### src/hw/rtl/tbaq_pkg.sv
// ----------------------------------------------------------------------------
// tbaq_pkg: shared types and constants for the token bucket admission queue
// Command and status codes, register map, reset values, controller state
// and the command/status structs between controller and datapath.
// ----------------------------------------------------------------------------
package tbaq_pkg;

	// Default parameter values
	localparam int QUEUE_DEPTH_DEF   = 64;
	localparam int FRACTION_BITS_DEF = 8;

	// Field and bus widths
	localparam int CFG_W     = 24;
	localparam int SIZE_W    = 16;
	localparam int FLOW_W    = 8;
	localparam int AMOUNT_W  = 32;
	localparam int PKTS_W    = 7;
	localparam int SLOT_W    = SIZE_W + FLOW_W;
	localparam int S_TDATA_W = 56;
	localparam int M_TDATA_W = 80;
	localparam int APB_AW    = 3;
	localparam int APB_DW    = 32;

	// Register reset values
	localparam logic [CFG_W-1:0] MAX_BUFFER_RST   = 24'd65536;
	localparam logic [CFG_W-1:0] BUCKET_DEPTH_RST = 24'd4096;

	// Register indexes (paddr[2])
	localparam logic REG_MAX_BUFFER   = 1'b0;
	localparam logic REG_BUCKET_DEPTH = 1'b1;

	typedef enum logic [1:0] {
		CMD_REFILL = 2'd0,
		CMD_OFFER  = 2'd1,
		CMD_TAKE   = 2'd2
	} cmd_t;

	typedef enum logic [2:0] {
		STAT_REFILLED = 3'd0,
		STAT_ACCEPTED = 3'd1,
		STAT_NO_ROOM  = 3'd2,
		STAT_NO_TOKEN = 3'd3,
		STAT_Q_FULL   = 3'd4,
		STAT_DEQUEUED = 3'd5,
		STAT_EMPTY    = 3'd6
	} stat_t;

	typedef enum logic {
		ST_IDLE = 1'b0,
		ST_EXEC = 1'b1
	} state_t;

	// Controller to datapath
	typedef struct packed {
		logic capture;  // latch the incoming item
		logic commit;   // execute the latched item and load the result
	} dp_cmd_t;

	// Datapath to controller
	typedef struct packed {
		logic out_full;  // result register holds a result not taken this cycle
	} dp_stat_t;

endpackage

### src/hw/rtl/token_bucket_admission_queue_top.sv
// ----------------------------------------------------------------------------
// token_bucket_admission_queue_top: packet queue guarded by a token bucket
// Each input item is first latched, then executed against the token level,
// occupancy and slot memory, whose read at the queue head is registered.
// The result is loaded into an output register at the first clock edge
// after the input transfer, or later while an earlier result still stalls
// there; the next item is taken while that result waits. The slot memory
// needs no clearing pass after reset. The user must write configuration over
// the APB port while no item is in flight; the block does not enforce it.
// ----------------------------------------------------------------------------
module token_bucket_admission_queue_top #(
	parameter int QUEUE_DEPTH   = tbaq_pkg::QUEUE_DEPTH_DEF,
	parameter int FRACTION_BITS = tbaq_pkg::FRACTION_BITS_DEF
) (
	input  logic                          clk,
	input  logic                          arst_n,
	// Input items
	input  logic                          s_tvalid,
	output logic                          s_tready,
	// [15:0] packet_size, [23:16] flow_id, [55:24] refill_amount
	input  logic [tbaq_pkg::S_TDATA_W-1:0] s_tdata,
	// [1:0] command
	input  logic [1:0]                    s_tuser,
	// Results
	output logic                          m_tvalid,
	input  logic                          m_tready,
	// [15:0] out_size, [23:16] out_flow, [47:24] tokens_left,
	// [71:48] occupancy, [78:72] packets_queued, [79] zero
	output logic [tbaq_pkg::M_TDATA_W-1:0] m_tdata,
	// [2:0] status
	output logic [2:0]                    m_tuser,
	// Configuration
	input  logic                          psel,
	input  logic                          penable,
	input  logic                          pwrite,
	input  logic [tbaq_pkg::APB_AW-1:0]   paddr,
	input  logic [tbaq_pkg::APB_DW-1:0]   pwdata,
	output logic [tbaq_pkg::APB_DW-1:0]   prdata,
	output logic                          pready
);

	tbaq_pkg::dp_cmd_t          dp_cmd;
	tbaq_pkg::dp_stat_t         dp_stat;
	logic [tbaq_pkg::CFG_W-1:0] max_buffer;
	logic [tbaq_pkg::CFG_W-1:0] bucket_depth;

	tbaq_regs u_regs (
		.clk         (clk),
		.arst_n      (arst_n),
		.psel        (psel),
		.penable     (penable),
		.pwrite      (pwrite),
		.paddr       (paddr),
		.pwdata      (pwdata),
		.prdata      (prdata),
		.pready      (pready),
		.max_buffer  (max_buffer),
		.bucket_depth(bucket_depth)
	);

	tbaq_ctrl u_ctrl (
		.clk     (clk),
		.arst_n  (arst_n),
		.s_tvalid(s_tvalid),
		.s_tready(s_tready),
		.dp_stat (dp_stat),
		.dp_cmd  (dp_cmd)
	);

	tbaq_dp #(
		.QUEUE_DEPTH  (QUEUE_DEPTH),
		.FRACTION_BITS(FRACTION_BITS)
	) u_dp (
		.clk         (clk),
		.arst_n      (arst_n),
		.dp_cmd      (dp_cmd),
		.dp_stat     (dp_stat),
		.s_tdata     (s_tdata),
		.s_tuser     (s_tuser),
		.m_tvalid    (m_tvalid),
		.m_tready    (m_tready),
		.m_tdata     (m_tdata),
		.m_tuser     (m_tuser),
		.max_buffer  (max_buffer),
		.bucket_depth(bucket_depth)
	);

endmodule

### src/hw/rtl/tbaq_ram.sv
// ----------------------------------------------------------------------------
// tbaq_ram: generic single-write, single-read RAM
// One write port and one read port; read data is registered.
// ----------------------------------------------------------------------------
module tbaq_ram #(
	parameter int WIDTH = 24,
	parameter int DEPTH = 64
) (
	input  logic                     clk,
	input  logic                     we,
	input  logic [$clog2(DEPTH)-1:0] waddr,
	input  logic [WIDTH-1:0]         wdata,
	input  logic [$clog2(DEPTH)-1:0] raddr,
	output logic [WIDTH-1:0]         rdata
);

	logic [WIDTH-1:0] mem_q [DEPTH];

	// Write port
	always_ff @(posedge clk) begin
		if (we) begin
			mem_q[waddr] <= wdata;
		end
	end

	// Registered read port
	always_ff @(posedge clk) begin
		rdata <= mem_q[raddr];
	end

endmodule

### src/hw/rtl/tbaq_regs.sv
// ----------------------------------------------------------------------------
// tbaq_regs: configuration register file
// APB-style slave holding the buffer limit and the bucket depth.
// ----------------------------------------------------------------------------
module tbaq_regs (
	input  logic                         clk,
	input  logic                         arst_n,
	input  logic                         psel,
	input  logic                         penable,
	input  logic                         pwrite,
	input  logic [tbaq_pkg::APB_AW-1:0]  paddr,
	input  logic [tbaq_pkg::APB_DW-1:0]  pwdata,
	output logic [tbaq_pkg::APB_DW-1:0]  prdata,
	output logic                         pready,
	output logic [tbaq_pkg::CFG_W-1:0]   max_buffer,
	output logic [tbaq_pkg::CFG_W-1:0]   bucket_depth
);

	logic [tbaq_pkg::CFG_W-1:0] max_buffer_q;
	logic [tbaq_pkg::CFG_W-1:0] bucket_depth_q;
	logic                       wr_en;

	assign pready = 1'b1;
	assign wr_en  = psel & penable & pwrite;

	// Write on the access phase
	always_ff @(posedge clk or negedge arst_n) begin
		if (!arst_n) begin
			max_buffer_q   <= tbaq_pkg::MAX_BUFFER_RST;
			bucket_depth_q <= tbaq_pkg::BUCKET_DEPTH_RST;
		end else if (wr_en) begin
			unique case (paddr[2])
				tbaq_pkg::REG_MAX_BUFFER:   max_buffer_q   <= pwdata[tbaq_pkg::CFG_W-1:0];
				tbaq_pkg::REG_BUCKET_DEPTH: bucket_depth_q <= pwdata[tbaq_pkg::CFG_W-1:0];
				default: ;
			endcase
		end
	end

	// Read mux
	always_comb begin
		prdata = '0;
		unique case (paddr[2])
			tbaq_pkg::REG_MAX_BUFFER:   prdata = tbaq_pkg::APB_DW'(max_buffer_q);
			tbaq_pkg::REG_BUCKET_DEPTH: prdata = tbaq_pkg::APB_DW'(bucket_depth_q);
			default:                    prdata = '0;
		endcase
	end

	assign max_buffer   = max_buffer_q;
	assign bucket_depth = bucket_depth_q;

endmodule

### src/hw/rtl/tbaq_ctrl.sv
// ----------------------------------------------------------------------------
// tbaq_ctrl: item sequencer
// Two-state controller: take an item, then execute it once the result
// register can accept the outcome.
// ----------------------------------------------------------------------------
module tbaq_ctrl (
	input  logic               clk,
	input  logic               arst_n,
	input  logic               s_tvalid,
	output logic               s_tready,
	input  tbaq_pkg::dp_stat_t dp_stat,
	output tbaq_pkg::dp_cmd_t  dp_cmd
);

	tbaq_pkg::state_t state_q;
	tbaq_pkg::state_t state_next;

	// State register
	always_ff @(posedge clk or negedge arst_n) begin
		if (!arst_n) begin
			state_q <= tbaq_pkg::ST_IDLE;
		end else begin
			state_q <= state_next;
		end
	end

	// Next state
	always_comb begin
		state_next = state_q;
		unique case (state_q)
			tbaq_pkg::ST_IDLE: begin
				if (s_tvalid) begin
					state_next = tbaq_pkg::ST_EXEC;
				end
			end
			tbaq_pkg::ST_EXEC: begin
				if (!dp_stat.out_full) begin
					state_next = tbaq_pkg::ST_IDLE;
				end
			end
			default: state_next = tbaq_pkg::ST_IDLE;
		endcase
	end

	// Outputs
	always_comb begin
		s_tready       = 1'b0;
		dp_cmd.capture = 1'b0;
		dp_cmd.commit  = 1'b0;
		unique case (state_q)
			tbaq_pkg::ST_IDLE: begin
				s_tready       = 1'b1;
				dp_cmd.capture = s_tvalid;
			end
			tbaq_pkg::ST_EXEC: begin
				dp_cmd.commit = !dp_stat.out_full;
			end
			default: ;
		endcase
	end

endmodule

### src/hw/rtl/tbaq_dp.sv
// ----------------------------------------------------------------------------
// tbaq_dp: admission datapath
// Token level, occupancy, queue pointers, slot memory and result register.
// ----------------------------------------------------------------------------
module tbaq_dp #(
	parameter int QUEUE_DEPTH   = tbaq_pkg::QUEUE_DEPTH_DEF,
	parameter int FRACTION_BITS = tbaq_pkg::FRACTION_BITS_DEF
) (
	input  logic                          clk,
	input  logic                          arst_n,
	input  tbaq_pkg::dp_cmd_t             dp_cmd,
	output tbaq_pkg::dp_stat_t            dp_stat,
	input  logic [tbaq_pkg::S_TDATA_W-1:0] s_tdata,
	input  logic [1:0]                    s_tuser,
	output logic                          m_tvalid,
	input  logic                          m_tready,
	output logic [tbaq_pkg::M_TDATA_W-1:0] m_tdata,
	output logic [2:0]                    m_tuser,
	input  logic [tbaq_pkg::CFG_W-1:0]    max_buffer,
	input  logic [tbaq_pkg::CFG_W-1:0]    bucket_depth
);

	localparam int TOK_W = tbaq_pkg::CFG_W + FRACTION_BITS;
	localparam int SUM_W = ((TOK_W > tbaq_pkg::AMOUNT_W) ? TOK_W : tbaq_pkg::AMOUNT_W) + 1;
	localparam int IDX_W = $clog2(QUEUE_DEPTH);
	localparam int CNT_W = $clog2(QUEUE_DEPTH + 1);
	localparam int OCC_W = tbaq_pkg::CFG_W + 1;
	localparam logic [IDX_W-1:0] LAST_IDX  = IDX_W'(QUEUE_DEPTH - 1);
	localparam logic [CNT_W-1:0] DEPTH_CNT = CNT_W'(QUEUE_DEPTH);
	localparam logic [TOK_W-1:0] LEVEL_RST = TOK_W'(tbaq_pkg::BUCKET_DEPTH_RST) << FRACTION_BITS;

	// Latched item
	tbaq_pkg::cmd_t                item_cmd_q;
	logic [tbaq_pkg::SIZE_W-1:0]   item_size_q;
	logic [tbaq_pkg::FLOW_W-1:0]   item_flow_q;
	logic [tbaq_pkg::AMOUNT_W-1:0] item_amount_q;

	// Architectural state
	logic [TOK_W-1:0]          level_q;
	logic [tbaq_pkg::CFG_W-1:0] used_q;
	logic [CNT_W-1:0]          count_q;
	logic [IDX_W-1:0]          head_q;
	logic [IDX_W-1:0]          tail_q;

	// Result register
	logic                        out_valid_q;
	tbaq_pkg::stat_t             out_stat_q;
	logic [tbaq_pkg::SIZE_W-1:0] out_size_q;
	logic [tbaq_pkg::FLOW_W-1:0] out_flow_q;
	logic [tbaq_pkg::CFG_W-1:0]  out_tokens_q;
	logic [tbaq_pkg::CFG_W-1:0]  out_occ_q;
	logic [tbaq_pkg::PKTS_W-1:0] out_pkts_q;

	// Next values
	logic [SUM_W-1:0]           depth_fix;
	logic [SUM_W-1:0]           refill_sum;
	logic [OCC_W-1:0]           room_sum;
	logic                       no_room;
	logic                       no_tokens;
	logic                       q_full;
	logic                       q_empty;
	logic [tbaq_pkg::SLOT_W-1:0] rd_data;
	logic [tbaq_pkg::SIZE_W-1:0] deq_size;
	logic [tbaq_pkg::FLOW_W-1:0] deq_flow;
	logic                       push;
	logic                       pop;
	tbaq_pkg::stat_t            stat_n;
	logic [TOK_W-1:0]           level_n;
	logic [tbaq_pkg::CFG_W-1:0] used_n;
	logic [CNT_W-1:0]           count_n;
	logic [tbaq_pkg::SIZE_W-1:0] osize_n;
	logic [tbaq_pkg::FLOW_W-1:0] oflow_n;

	// Capture the accepted item
	always_ff @(posedge clk) begin
		if (dp_cmd.capture) begin
			item_cmd_q    <= tbaq_pkg::cmd_t'(s_tuser);
			item_size_q   <= s_tdata[15:0];
			item_flow_q   <= s_tdata[23:16];
			item_amount_q <= s_tdata[55:24];
		end
	end

	// Slot memory: written at the tail, read continuously at the head
	tbaq_ram #(
		.WIDTH(tbaq_pkg::SLOT_W),
		.DEPTH(QUEUE_DEPTH)
	) u_slots (
		.clk  (clk),
		.we   (push),
		.waddr(tail_q),
		.wdata({item_flow_q, item_size_q}),
		.raddr(head_q),
		.rdata(rd_data)
	);

	assign deq_size = rd_data[tbaq_pkg::SIZE_W-1:0];
	assign deq_flow = rd_data[tbaq_pkg::SLOT_W-1:tbaq_pkg::SIZE_W];

	// Checks on the current state
	always_comb begin
		depth_fix  = SUM_W'(bucket_depth) << FRACTION_BITS;
		refill_sum = SUM_W'(level_q) + SUM_W'(item_amount_q);
		room_sum   = OCC_W'(used_q) + OCC_W'(item_size_q);
		no_room    = room_sum > OCC_W'(max_buffer);
		no_tokens  = level_q[FRACTION_BITS +: tbaq_pkg::CFG_W] < tbaq_pkg::CFG_W'(item_size_q);
		q_full     = count_q >= DEPTH_CNT;
		q_empty    = count_q == '0;
	end

	// Execute the latched command
	always_comb begin
		stat_n  = tbaq_pkg::STAT_REFILLED;
		level_n = level_q;
		used_n  = used_q;
		count_n = count_q;
		osize_n = '0;
		oflow_n = '0;
		push    = 1'b0;
		pop     = 1'b0;
		case (item_cmd_q)
			tbaq_pkg::CMD_REFILL: begin
				level_n = (refill_sum > depth_fix) ? TOK_W'(depth_fix) : TOK_W'(refill_sum);
			end
			tbaq_pkg::CMD_OFFER: begin
				if (no_room) begin
					stat_n = tbaq_pkg::STAT_NO_ROOM;
				end else if (no_tokens) begin
					stat_n = tbaq_pkg::STAT_NO_TOKEN;
				end else if (q_full) begin
					stat_n = tbaq_pkg::STAT_Q_FULL;
				end else begin
					stat_n  = tbaq_pkg::STAT_ACCEPTED;
					level_n = level_q - (TOK_W'(item_size_q) << FRACTION_BITS);
					used_n  = room_sum[tbaq_pkg::CFG_W-1:0];
					count_n = count_q + 1'b1;
					push    = dp_cmd.commit;
				end
			end
			tbaq_pkg::CMD_TAKE: begin
				if (q_empty) begin
					stat_n = tbaq_pkg::STAT_EMPTY;
				end else begin
					stat_n  = tbaq_pkg::STAT_DEQUEUED;
					osize_n = deq_size;
					oflow_n = deq_flow;
					used_n  = (used_q >= tbaq_pkg::CFG_W'(deq_size)) ?
					          used_q - tbaq_pkg::CFG_W'(deq_size) : '0;
					count_n = count_q - 1'b1;
					pop     = dp_cmd.commit;
				end
			end
			default: ;
		endcase
	end

	// Update state on commit
	always_ff @(posedge clk or negedge arst_n) begin
		if (!arst_n) begin
			level_q <= LEVEL_RST;
			used_q  <= '0;
			count_q <= '0;
			head_q  <= '0;
			tail_q  <= '0;
		end else if (dp_cmd.commit) begin
			level_q <= level_n;
			used_q  <= used_n;
			count_q <= count_n;
			if (push) begin
				tail_q <= (tail_q == LAST_IDX) ? '0 : tail_q + 1'b1;
			end
			if (pop) begin
				head_q <= (head_q == LAST_IDX) ? '0 : head_q + 1'b1;
			end
		end
	end

	// Result valid: set on commit, drop on transfer
	always_ff @(posedge clk or negedge arst_n) begin
		if (!arst_n) begin
			out_valid_q <= 1'b0;
		end else if (dp_cmd.commit) begin
			out_valid_q <= 1'b1;
		end else if (m_tready) begin
			out_valid_q <= 1'b0;
		end
	end

	// Result payload
	always_ff @(posedge clk) begin
		if (dp_cmd.commit) begin
			out_stat_q   <= stat_n;
			out_size_q   <= osize_n;
			out_flow_q   <= oflow_n;
			out_tokens_q <= level_n[FRACTION_BITS +: tbaq_pkg::CFG_W];
			out_occ_q    <= used_n;
			out_pkts_q   <= tbaq_pkg::PKTS_W'(count_n);
		end
	end

	assign dp_stat.out_full = out_valid_q & ~m_tready;

	assign m_tvalid = out_valid_q;
	assign m_tuser  = out_stat_q;
	assign m_tdata  = {1'b0, out_pkts_q, out_occ_q, out_tokens_q, out_flow_q, out_size_q};

endmodule

### config.mk
export PLATFORM = sky130hd
export DESIGN_NAME = token_bucket_admission_queue_top
export DESIGN_NICKNAME = d
export VERILOG_FILES = /design/src/hw/rtl/tbaq_pkg.sv /design/src/hw/rtl/token_bucket_admission_queue_top.sv /design/src/hw/rtl/tbaq_ram.sv /design/src/hw/rtl/tbaq_regs.sv /design/src/hw/rtl/tbaq_ctrl.sv /design/src/hw/rtl/tbaq_dp.sv
export SDC_FILE = /design/constraint.sdc
export NUM_CORES = 2
export LEC_CHECK = 0
export BUFFER_PORTS_ARGS = -buffer_cell sky130_fd_sc_hd__buf_2
export CELL_PAD_IN_SITES_DETAIL_PLACEMENT = 0
export CELL_PAD_IN_SITES_GLOBAL_PLACEMENT = 1
export CORE_MARGIN = 1
export CORE_UTILIZATION = 30
export CTS_BUF_LIST = sky130_fd_sc_hd__clkbuf_16
export CTS_CLUSTER_SIZE = 25
export DETAILED_ROUTE_END_ITERATION = 12
export GPL_ROUTABILITY_DRIVEN = 1
export PLACE_DENSITY_LB_ADDON = 0.25
export RECOVER_POWER = 100
export SYNTH_ARGS = -nofsm -noshare
export SYNTH_HDL_FRONTEND = slang
export SYNTH_SLANG_ARGS = --single-unit
### constraint.sdc
create_clock -name clk -period 13.95 [get_ports clk]
set_input_delay 2.79 -clock clk [delete_from_list [all_inputs] [get_ports clk]]
set_output_delay 2.79 -clock clk [all_outputs]
set_load 0.1 [all_outputs]
Yosys cells after proc, flatten, opt, wreduce, memory -nomap -nowiden

Memory sizes are Yosys's and may differ from the RTL's. A register that Yosys moved wholly into a read port is not among the register bits.
Cells that the tools add are included.

Add/sub/neg operators: 8
Mux-type cells: 40
Reduce and logical (&&, ||, !) cells: 11
Order comparisons: 5
Eq/ne operators: 7
Bitwise logic cells: 7

Operator list:

| kind                                                               | count |
|---|---|
| 32-bit two-way mux                                                 | 4 |
| 32-bit case mux with 2 select lines                                | 2 |
| 24-bit two-way mux                                                 | 5 |
| 24-bit case mux with 2 select lines                                | 1 |
| 32-bit by 32-bit adder with 33-bit output                          | 1 |
| 33-bit by 32-bit > comparator with 1-bit output                    | 1 |
| 32-bit by 24-bit subtractor with 32-bit output                     | 1 |
| 7-bit two-way mux                                                  | 4 |
| 24-bit by 16-bit adder with 25-bit output                          | 1 |
| 25-bit by 24-bit > comparator with 1-bit output                    | 1 |
| 24-bit by 16-bit greater-or-equal comparator with 1-bit output     | 1 |
| 24-bit by 16-bit < comparator with 1-bit output                    | 1 |
| 24-bit by 16-bit subtractor with 24-bit output                     | 1 |
| 1-bit two-way mux                                                  | 15 |
| 7-bit case mux with 2 select lines                                 | 1 |
| 6-bit by 1-bit adder with 6-bit output, second input constant      | 2 |
| 6-bit == test, second input constant                               | 2 |
| 6-bit two-way mux                                                  | 2 |
| 3-bit two-way mux                                                  | 3 |
| 2-bit AND reduction                                                | 4 |
| 7-bit by 1-bit adder with 7-bit output, second input constant      | 1 |
| 7-bit greater-or-equal comparator, second input constant           | 1 |
| 7-bit logical NOT                                                  | 1 |
| 7-bit by 1-bit subtractor with 7-bit output, second input constant | 1 |
| other kinds (13)                                                   | 21 |

Memory bits (writable): 1536
Output and inout port bits: 118
Memories kept: 1
Flip-flop bits (word level): 265

Memories:

| name               | words | width | rd ports | clocked after memory_dff | write ports | line           | source |
|---|---|---|---|---|---|---|---|
| u_dp.u_slots.mem_q | 64    | 24    | 1        | 1                        | 1           | tbaq_ram.sv:17 | `logic [WIDTH-1:0] mem_q [DEPTH];` |

Depth between registers and ports, before layout

Depth after elaboration: 10
Mapped depth: 23

Hierarchy

Synthesis repeated with hierarchy kept, for this count alone.

Cells, all modules: 4489
Area total of the unflattened synthesis: 77551.9 µm²

Modules (own cells, without submodules):

| module    | seq. area each (µm²) | times used | cells an instance | area each (µm²) |
|---|---|---|---|---|
| tbaq_ram  | 46604.7              | 1          | 2610              | 59295.6 |
| tbaq_dp   | 6107.1               | 1          | 1734              | 15922.8 |
| tbaq_regs | 1203.7               | 1          | 140               | 2275.9 |
| tbaq_ctrl | 25.0                 | 1          | 5                 | 57.6 |

Least setup slack after synthesis

OpenSTA, ideal clock, no wires.

Path type: input port to output port
From: in paddr[2] (netlist bit)
To: out prdata[23] (netlist bit)
Arrival time: 5.300 ns
Cell stages on the path: 3
Setup slack: 5.860 ns
Path through: clkbuf_1 > buf_1 > o21ai_0

Cells in the longest elaborated chain, start to end: 2

RTL lines:

| what                                  | line                                   | source |
|---|---|---|
| from (decl)                           | token_bucket_admission_queue_top.sv:36 | `input logic [tbaq_pkg::APB_AW-1:0] paddr,` |
| 1-bit inverter (no source line)       | --                                     |  |
| 32-bit case mux with 2 select lines * | tbaq_regs.sv:43                        | `unique case (paddr[2])` |
| to (decl)                             | token_bucket_admission_queue_top.sv:38 | `output logic [tbaq_pkg::APB_DW-1:0] prdata,` |

Mark *: on every way between the ends. The rest lies on a longest branch, timed or not. The select of a mux whose other input is x is not followed.

Worst setup path after layout

From: in m_tready
To: mem u_dp.u_slots.mem_q[55][4], enable pin

Cells in the longest elaborated chain, start to end: 10

RTL lines:

| what                                    | line                                   | source |
|---|---|---|
| from (decl)                             | token_bucket_admission_queue_top.sv:26 | `input logic m_tready,` |
| 1-bit inverter                          | tbaq_dp.sv:201                         | `assign dp_stat.out_full = out_valid_q & ~m_tready;` |
| 1-bit AND                               | tbaq_dp.sv:201                         |  |
| 1-bit logical NOT                       | --                                     |  |
| 1-bit two-way mux                       | tbaq_ctrl.sv:50                        | `unique case (state_q)` |
| 1-bit two-way mux                       | tbaq_dp.sv:130                         | `end else if (q_full) begin` |
| 1-bit two-way mux                       | tbaq_dp.sv:128                         | `end else if (no_tokens) begin` |
| 1-bit two-way mux                       | tbaq_dp.sv:126                         | `if (no_room) begin` |
| 1-bit two-way mux                       | tbaq_dp.sv:121                         | `case (item_cmd_q)` |
| 1-bit two-way mux                       | tbaq_ram.sv:21                         | `if (we) begin` |
| 1-bit two-way mux (not written as such) | tbaq_ram.sv:22                         | `mem_q[waddr] <= wdata;` |
| to (decl)                               | tbaq_ram.sv:17                         |  |

No other way between the ends.

==> results summary <==
The flow ran to the end, but the final reports show violations. The checks that failed: capacitance limit, slew limit. The max-cap check violation count came out at 42. The placed instance count came out at between 7000 and 8000. Of the total power, combinational logic draws 0.374. Of the total power, the share spent switching nets is 0.3769. The final wirelength is between 200000 and 250000 um. The net switching power is slightly above 0.007 W. Summing all non-filler instances in the final layout gives an area of slightly below 0.09 sq mm. The required time of the critical path came out at roughly 15 ns.

The share of total power dissipated in sequential elements is 0.361. In this run the post-CTS setup repair buffer count came out at 0. Of the total synthesized cell area, the portion taken by XOR and XNOR cells is 0.008353. The total via count after detailed routing came out at approximately 40000. No sink is reached through more buffers than the 3 on the longest clock path. Setup repair after global routing left no endpoint under its margin. The wire length of the first global-routing pass is between 300000 and 400000 um. The share of the core filled with cells in the final layout is 0.3470.

The category of the critical setup timing path is in2reg. The flip-flop and latch count after synthesis is between 1500 and 2000. The setup-violating endpoint count in the final report came out at 0.

The clock tree from TritonCTS is built. The synthesis-to-layout area growth is 15.10%. The initial antenna violation count is 12. The total number of yosys warnings came out at 0.

The worst hold path was traced through 2 stages. The number of global-route vias before repair is between 40000 and 50000. The fraction of power consumed by the clock network is 0.265. The row count came out at ~190. The number of buffer cells added on primary ports came out at approximately 200. For this run, design rule violations remaining after detail routing come to 0.

The area after detailed placement came out at approximately 0.08 sq mm. The clock arrives with 0.08590 ns of skew. Dividing the detail-routed wire length by the instance count gives approximately 28 um.

The internal portion of the total power is roughly 0.012 W. The largest fanout on the critical path came out at between 60 and 70. The worst hold path belongs to the class reg2reg. The number of flops mapped to enable cells by yosys is about 1700.

The I/O pin total is between 200 and 250. CTS saw between 1500 and 2000 sinks. The number of clock buffers added by TritonCTS is a little under 200. The worst relative slew slack is -1.892. The final max-slew violation count came out at 2346. The slew at the pin with the worst max-slew slack came out at 4.338 ns.

After detailed routing, the number of vias per cell comes to around 5. The fmax came out at 95.55 MHz. The overall die height is between 500 and 600 um. The sequential-to-total area share from yosys stat is 0.7047. The maximum number of pins on one net before global-route repair came out at a little under 100. The non-filler instance count after layout is about 8000. The clock latency of the later-clocked register in the worst-skew pair is ~0.88 ns. The clock-pin transition on the worst setup and hold timing paths is 0.05 ns. The overall die area is around 0.26 sq mm. For flop-to-flop paths, the worst setup slack is roughly 3.5 ns. The remaining global-route overflow came out at 0. Of all flip-flops after synthesis, the portion carrying an async set or reset was 0.06849. The global placement routability congestion came out at 0.8126.

The per-instance average area after synthesis came out at approximately 19 sq um. The maximum vdd ir drop came out at between 0.1 and 0.15 mV. The compound-cell area share of the yosys netlist is 0.05021.

The adder-cell share of the synthesized area came out at 0.02344. The final period demand of the worst path came out at 10.47 ns. At the worst endpoint, the arrival time is roughly 11 ns. The pre-antenna-repair detailed-routing pass consisted of 5 iterations. The worst-case hold slack came out at 0.4838 ns. The netlist area before placement came out at 0.07655 sq mm. By area, the combinational part of the netlist is dominated by multiplexers. Clock tree synthesis selected as its root buffer the cell sky130_fd_sc_hd__clkbuf_16. The die extent in x came out at between 500 and 600 um. The hold-fix buffer count after cts is 0. The post-route clock period utilization came out at 0.7503. Of the total synthesized cell area, the portion taken by AND, OR, NAND and NOR gates is 0.03557.

The leakage power summed over all cells came out at approximately 28 nW. The net count of the finished layout is approximately 4600. The areal power density over the cells is around 220 mW/mm^2. The total core area is roughly 0.25 sq mm.

The wire-length estimate of the detail-placed layout is between 100000 and 150000 um. The starting utilization of the core area is 0.3015. The endpoint class of the critical path is a flip-flop. The multiplexer share of the synthesized area is 0.1601.

The final sum of negative setup slack is 0 ns. The worst setup path is launched from an input pin. Post-CTS repair changed the size of 0 cells. In this run the remaining antenna-violating nets after routing total 0. The number of levels the H-tree was split into came out at 4. The all-layer global routing usage came out at 0.1720.

The DRC marker count from the first detailed-route iteration is ~3600. The worst-case reg-to-reg path depth came out at 19. The most used flip-flop cell after synthesis is sky130_fd_sc_hd__edfxtp_1. The gate count of the mapped netlist came out at a little over 4000. Of the cells placed in the final design, the portion with a size suffix greater than 1 is 0.2255. The count of different cell masters after synthesis is 90. The total count of hold-check failures in the final report is 0.
-- synthesized netlist by cell type, types with 10 or more instances --
library cell               number  share of area
sky130_fd_sc_hd__a211oi_1      22         0.0022
sky130_fd_sc_hd__a21o_1        60         0.0059
sky130_fd_sc_hd__a21oi_1      122         0.0080
sky130_fd_sc_hd__a221oi_1      13         0.0015
sky130_fd_sc_hd__a22o_1        12         0.0014
sky130_fd_sc_hd__a31oi_1       19         0.0016
sky130_fd_sc_hd__and2_1        21         0.0017
sky130_fd_sc_hd__and3_1        14         0.0011
sky130_fd_sc_hd__buf_1         37         0.0018
sky130_fd_sc_hd__buf_2         12        0.00078
sky130_fd_sc_hd__buf_4         12         0.0012
sky130_fd_sc_hd__clkbuf_1     156         0.0076
sky130_fd_sc_hd__dfrtp_1      122          0.040
sky130_fd_sc_hd__dfxtp_1       24         0.0063
sky130_fd_sc_hd__edfxtp_1    1676           0.66
sky130_fd_sc_hd__ha_1         137          0.022
sky130_fd_sc_hd__inv_1        125         0.0061
sky130_fd_sc_hd__mux2_2        59         0.0087
sky130_fd_sc_hd__mux2i_1       24         0.0031
sky130_fd_sc_hd__mux4_2       504           0.15
sky130_fd_sc_hd__nand2_1      159         0.0078
sky130_fd_sc_hd__nand2b_1      12        0.00098
sky130_fd_sc_hd__nand3_1       38         0.0025
sky130_fd_sc_hd__nand4_1       24         0.0020
sky130_fd_sc_hd__nor2_1       187         0.0092
sky130_fd_sc_hd__nor2b_1       12        0.00098
sky130_fd_sc_hd__nor3_1        38         0.0025
sky130_fd_sc_hd__nor4_1        10        0.00082
sky130_fd_sc_hd__o211ai_1      27         0.0026
sky130_fd_sc_hd__o21a_1        19         0.0019
sky130_fd_sc_hd__o21ai_0      128         0.0084
sky130_fd_sc_hd__o221ai_1      14         0.0016
sky130_fd_sc_hd__or3_1         15         0.0012
sky130_fd_sc_hd__xnor2_1       46         0.0053
sky130_fd_sc_hd__xor2_1        27         0.0031
-- metrics by stage --
step	setup slack (ns)	power, W
3_5_place_dp	6.306	0.01434
2_1_floorplan	5.860	0.01193
5_1_grt	2.999	0.02017
4_1_cts	6.296	0.01948
6_report	3.484	0.01930
3_3_place_gp	6.376	0.01433
-- placed cells by master, fill, tap and decap left out, drive strengths merged, types with 122 or more instances in the layout --
cell | synthesis | final
a21oi | 122 | 122
clkbuf | 156 | 377
dfrtp | 122 | 122
edfxtp | 1676 | 1676
ha | 137 | 137
inv | 125 | 174
mux4 | 504 | 504
nand2 | 159 | 159
nor2 | 187 | 187
o21ai | 135 | 135
-- area by class of cell --
class | count | area [sq um]
antenna | 10 | 25.02
clock buffer | 198 | 4955
clock inverter | 172 | 1454
fill | 23820 | 165800
inverter | 125 | 470.5
multi-input combinational | 1953 | 21700
sequential | 1825 | 53950
tap | 3366 | 4212
timing repair buffer | 282 | 1330
-- worst max-delay path, cell delays in order --
cell,delay (ns)
sky130_fd_sc_hd__buf_2,0.09
sky130_fd_sc_hd__nand2b_1,0.14
sky130_fd_sc_hd__nand2_1,0.08
sky130_fd_sc_hd__clkbuf_1,1.31
sky130_fd_sc_hd__clkinvlp_2,3.25
sky130_fd_sc_hd__and4_1,1.38
sky130_fd_sc_hd__nand3_1,0.13
sky130_fd_sc_hd__clkbuf_1,0.81
sky130_fd_sc_hd__nor2_1,0.55
sky130_fd_sc_hd__buf_4,0.42
-- sequential cells by signal, indices dropped and copies added (netlist names) --
name / count
u_dp.used_q: 24
u_dp.m_tvalid: 1
u_dp.item_flow_q: 8
u_dp.count_q: 7
u_dp.u_slots.rdata: 24
u_dp.out_pkts_q: 7
u_regs.max_buffer: 24
u_dp.item_amount_q: 32
u_dp.out_size_q: 16
u_dp.item_cmd_q: 2
u_regs.bucket_depth: 24
u_ctrl.state_q: 1
u_dp.head_q: 6
u_dp.m_tuser: 3
u_dp.u_slots.mem_q: 1536
u_dp.out_occ_q: 24
u_dp.out_tokens_q: 24
u_dp.tail_q: 6
u_dp.level_q: 32
u_dp.out_flow_q: 8
u_dp.item_size_q: 16
-- logic make-up after synthesis --
group                      count (synthesis)
DFF                                     1825
muxes                                    587
and+or+nand+nor                          573
AOI/OAI and AO/OA                        569
buffers and inverters                    342
adders and majority gates                141
xor gates and xnor gates                  73
other                                      2
-- layer usage --
layer  up-vias  global-route usage  part of all wire
met5         -                   0          0.000058
met4         2             0.03772             0.022
met3       246             0.02451             0.043
met2      1029              0.2927              0.50
met1     21460              0.2325              0.44
li1      17390                   -                 -
-- power groups by stage --
stage / registers (W) / clock network, W / logic, W
6_report: 0.00697 / 0.00512 / 0.00722
2_1_floorplan: 0.00770 / 0 / 0.00422
3_3_place_gp: 0.00703 / 0 / 0.00730
5_1_grt: 0.00702 / 0.00544 / 0.00772
3_5_place_dp: 0.00703 / 0 / 0.00730
4_1_cts: 0.00692 / 0.00524 / 0.00732
-- path summary, 6_finish.rpt --
check,from,end
setup / recovery,m_tready,u_dp.u_slots.mem_q[55][4]$_DFFE_PP_
hold reg to reg,u_dp.level_q[0]$_DFFE_PN0P_,u_dp.level_q[0]$_DFFE_PN0P_
max in group asynchronous,arst_n,u_dp.head_q[3]$_DFFE_PN0P_
setup reg to reg,u_dp.item_size_q[12]$_DFFE_PP_,u_dp.u_slots.mem_q[52][21]$_DFFE_PP_
hold / removal,u_dp.level_q[0]$_DFFE_PN0P_,u_dp.level_q[0]$_DFFE_PN0P_
min in group asynchronous,arst_n,u_ctrl.state_q$_DFF_PN0_
Note: power is estimated with default switching activity, not from simulation.
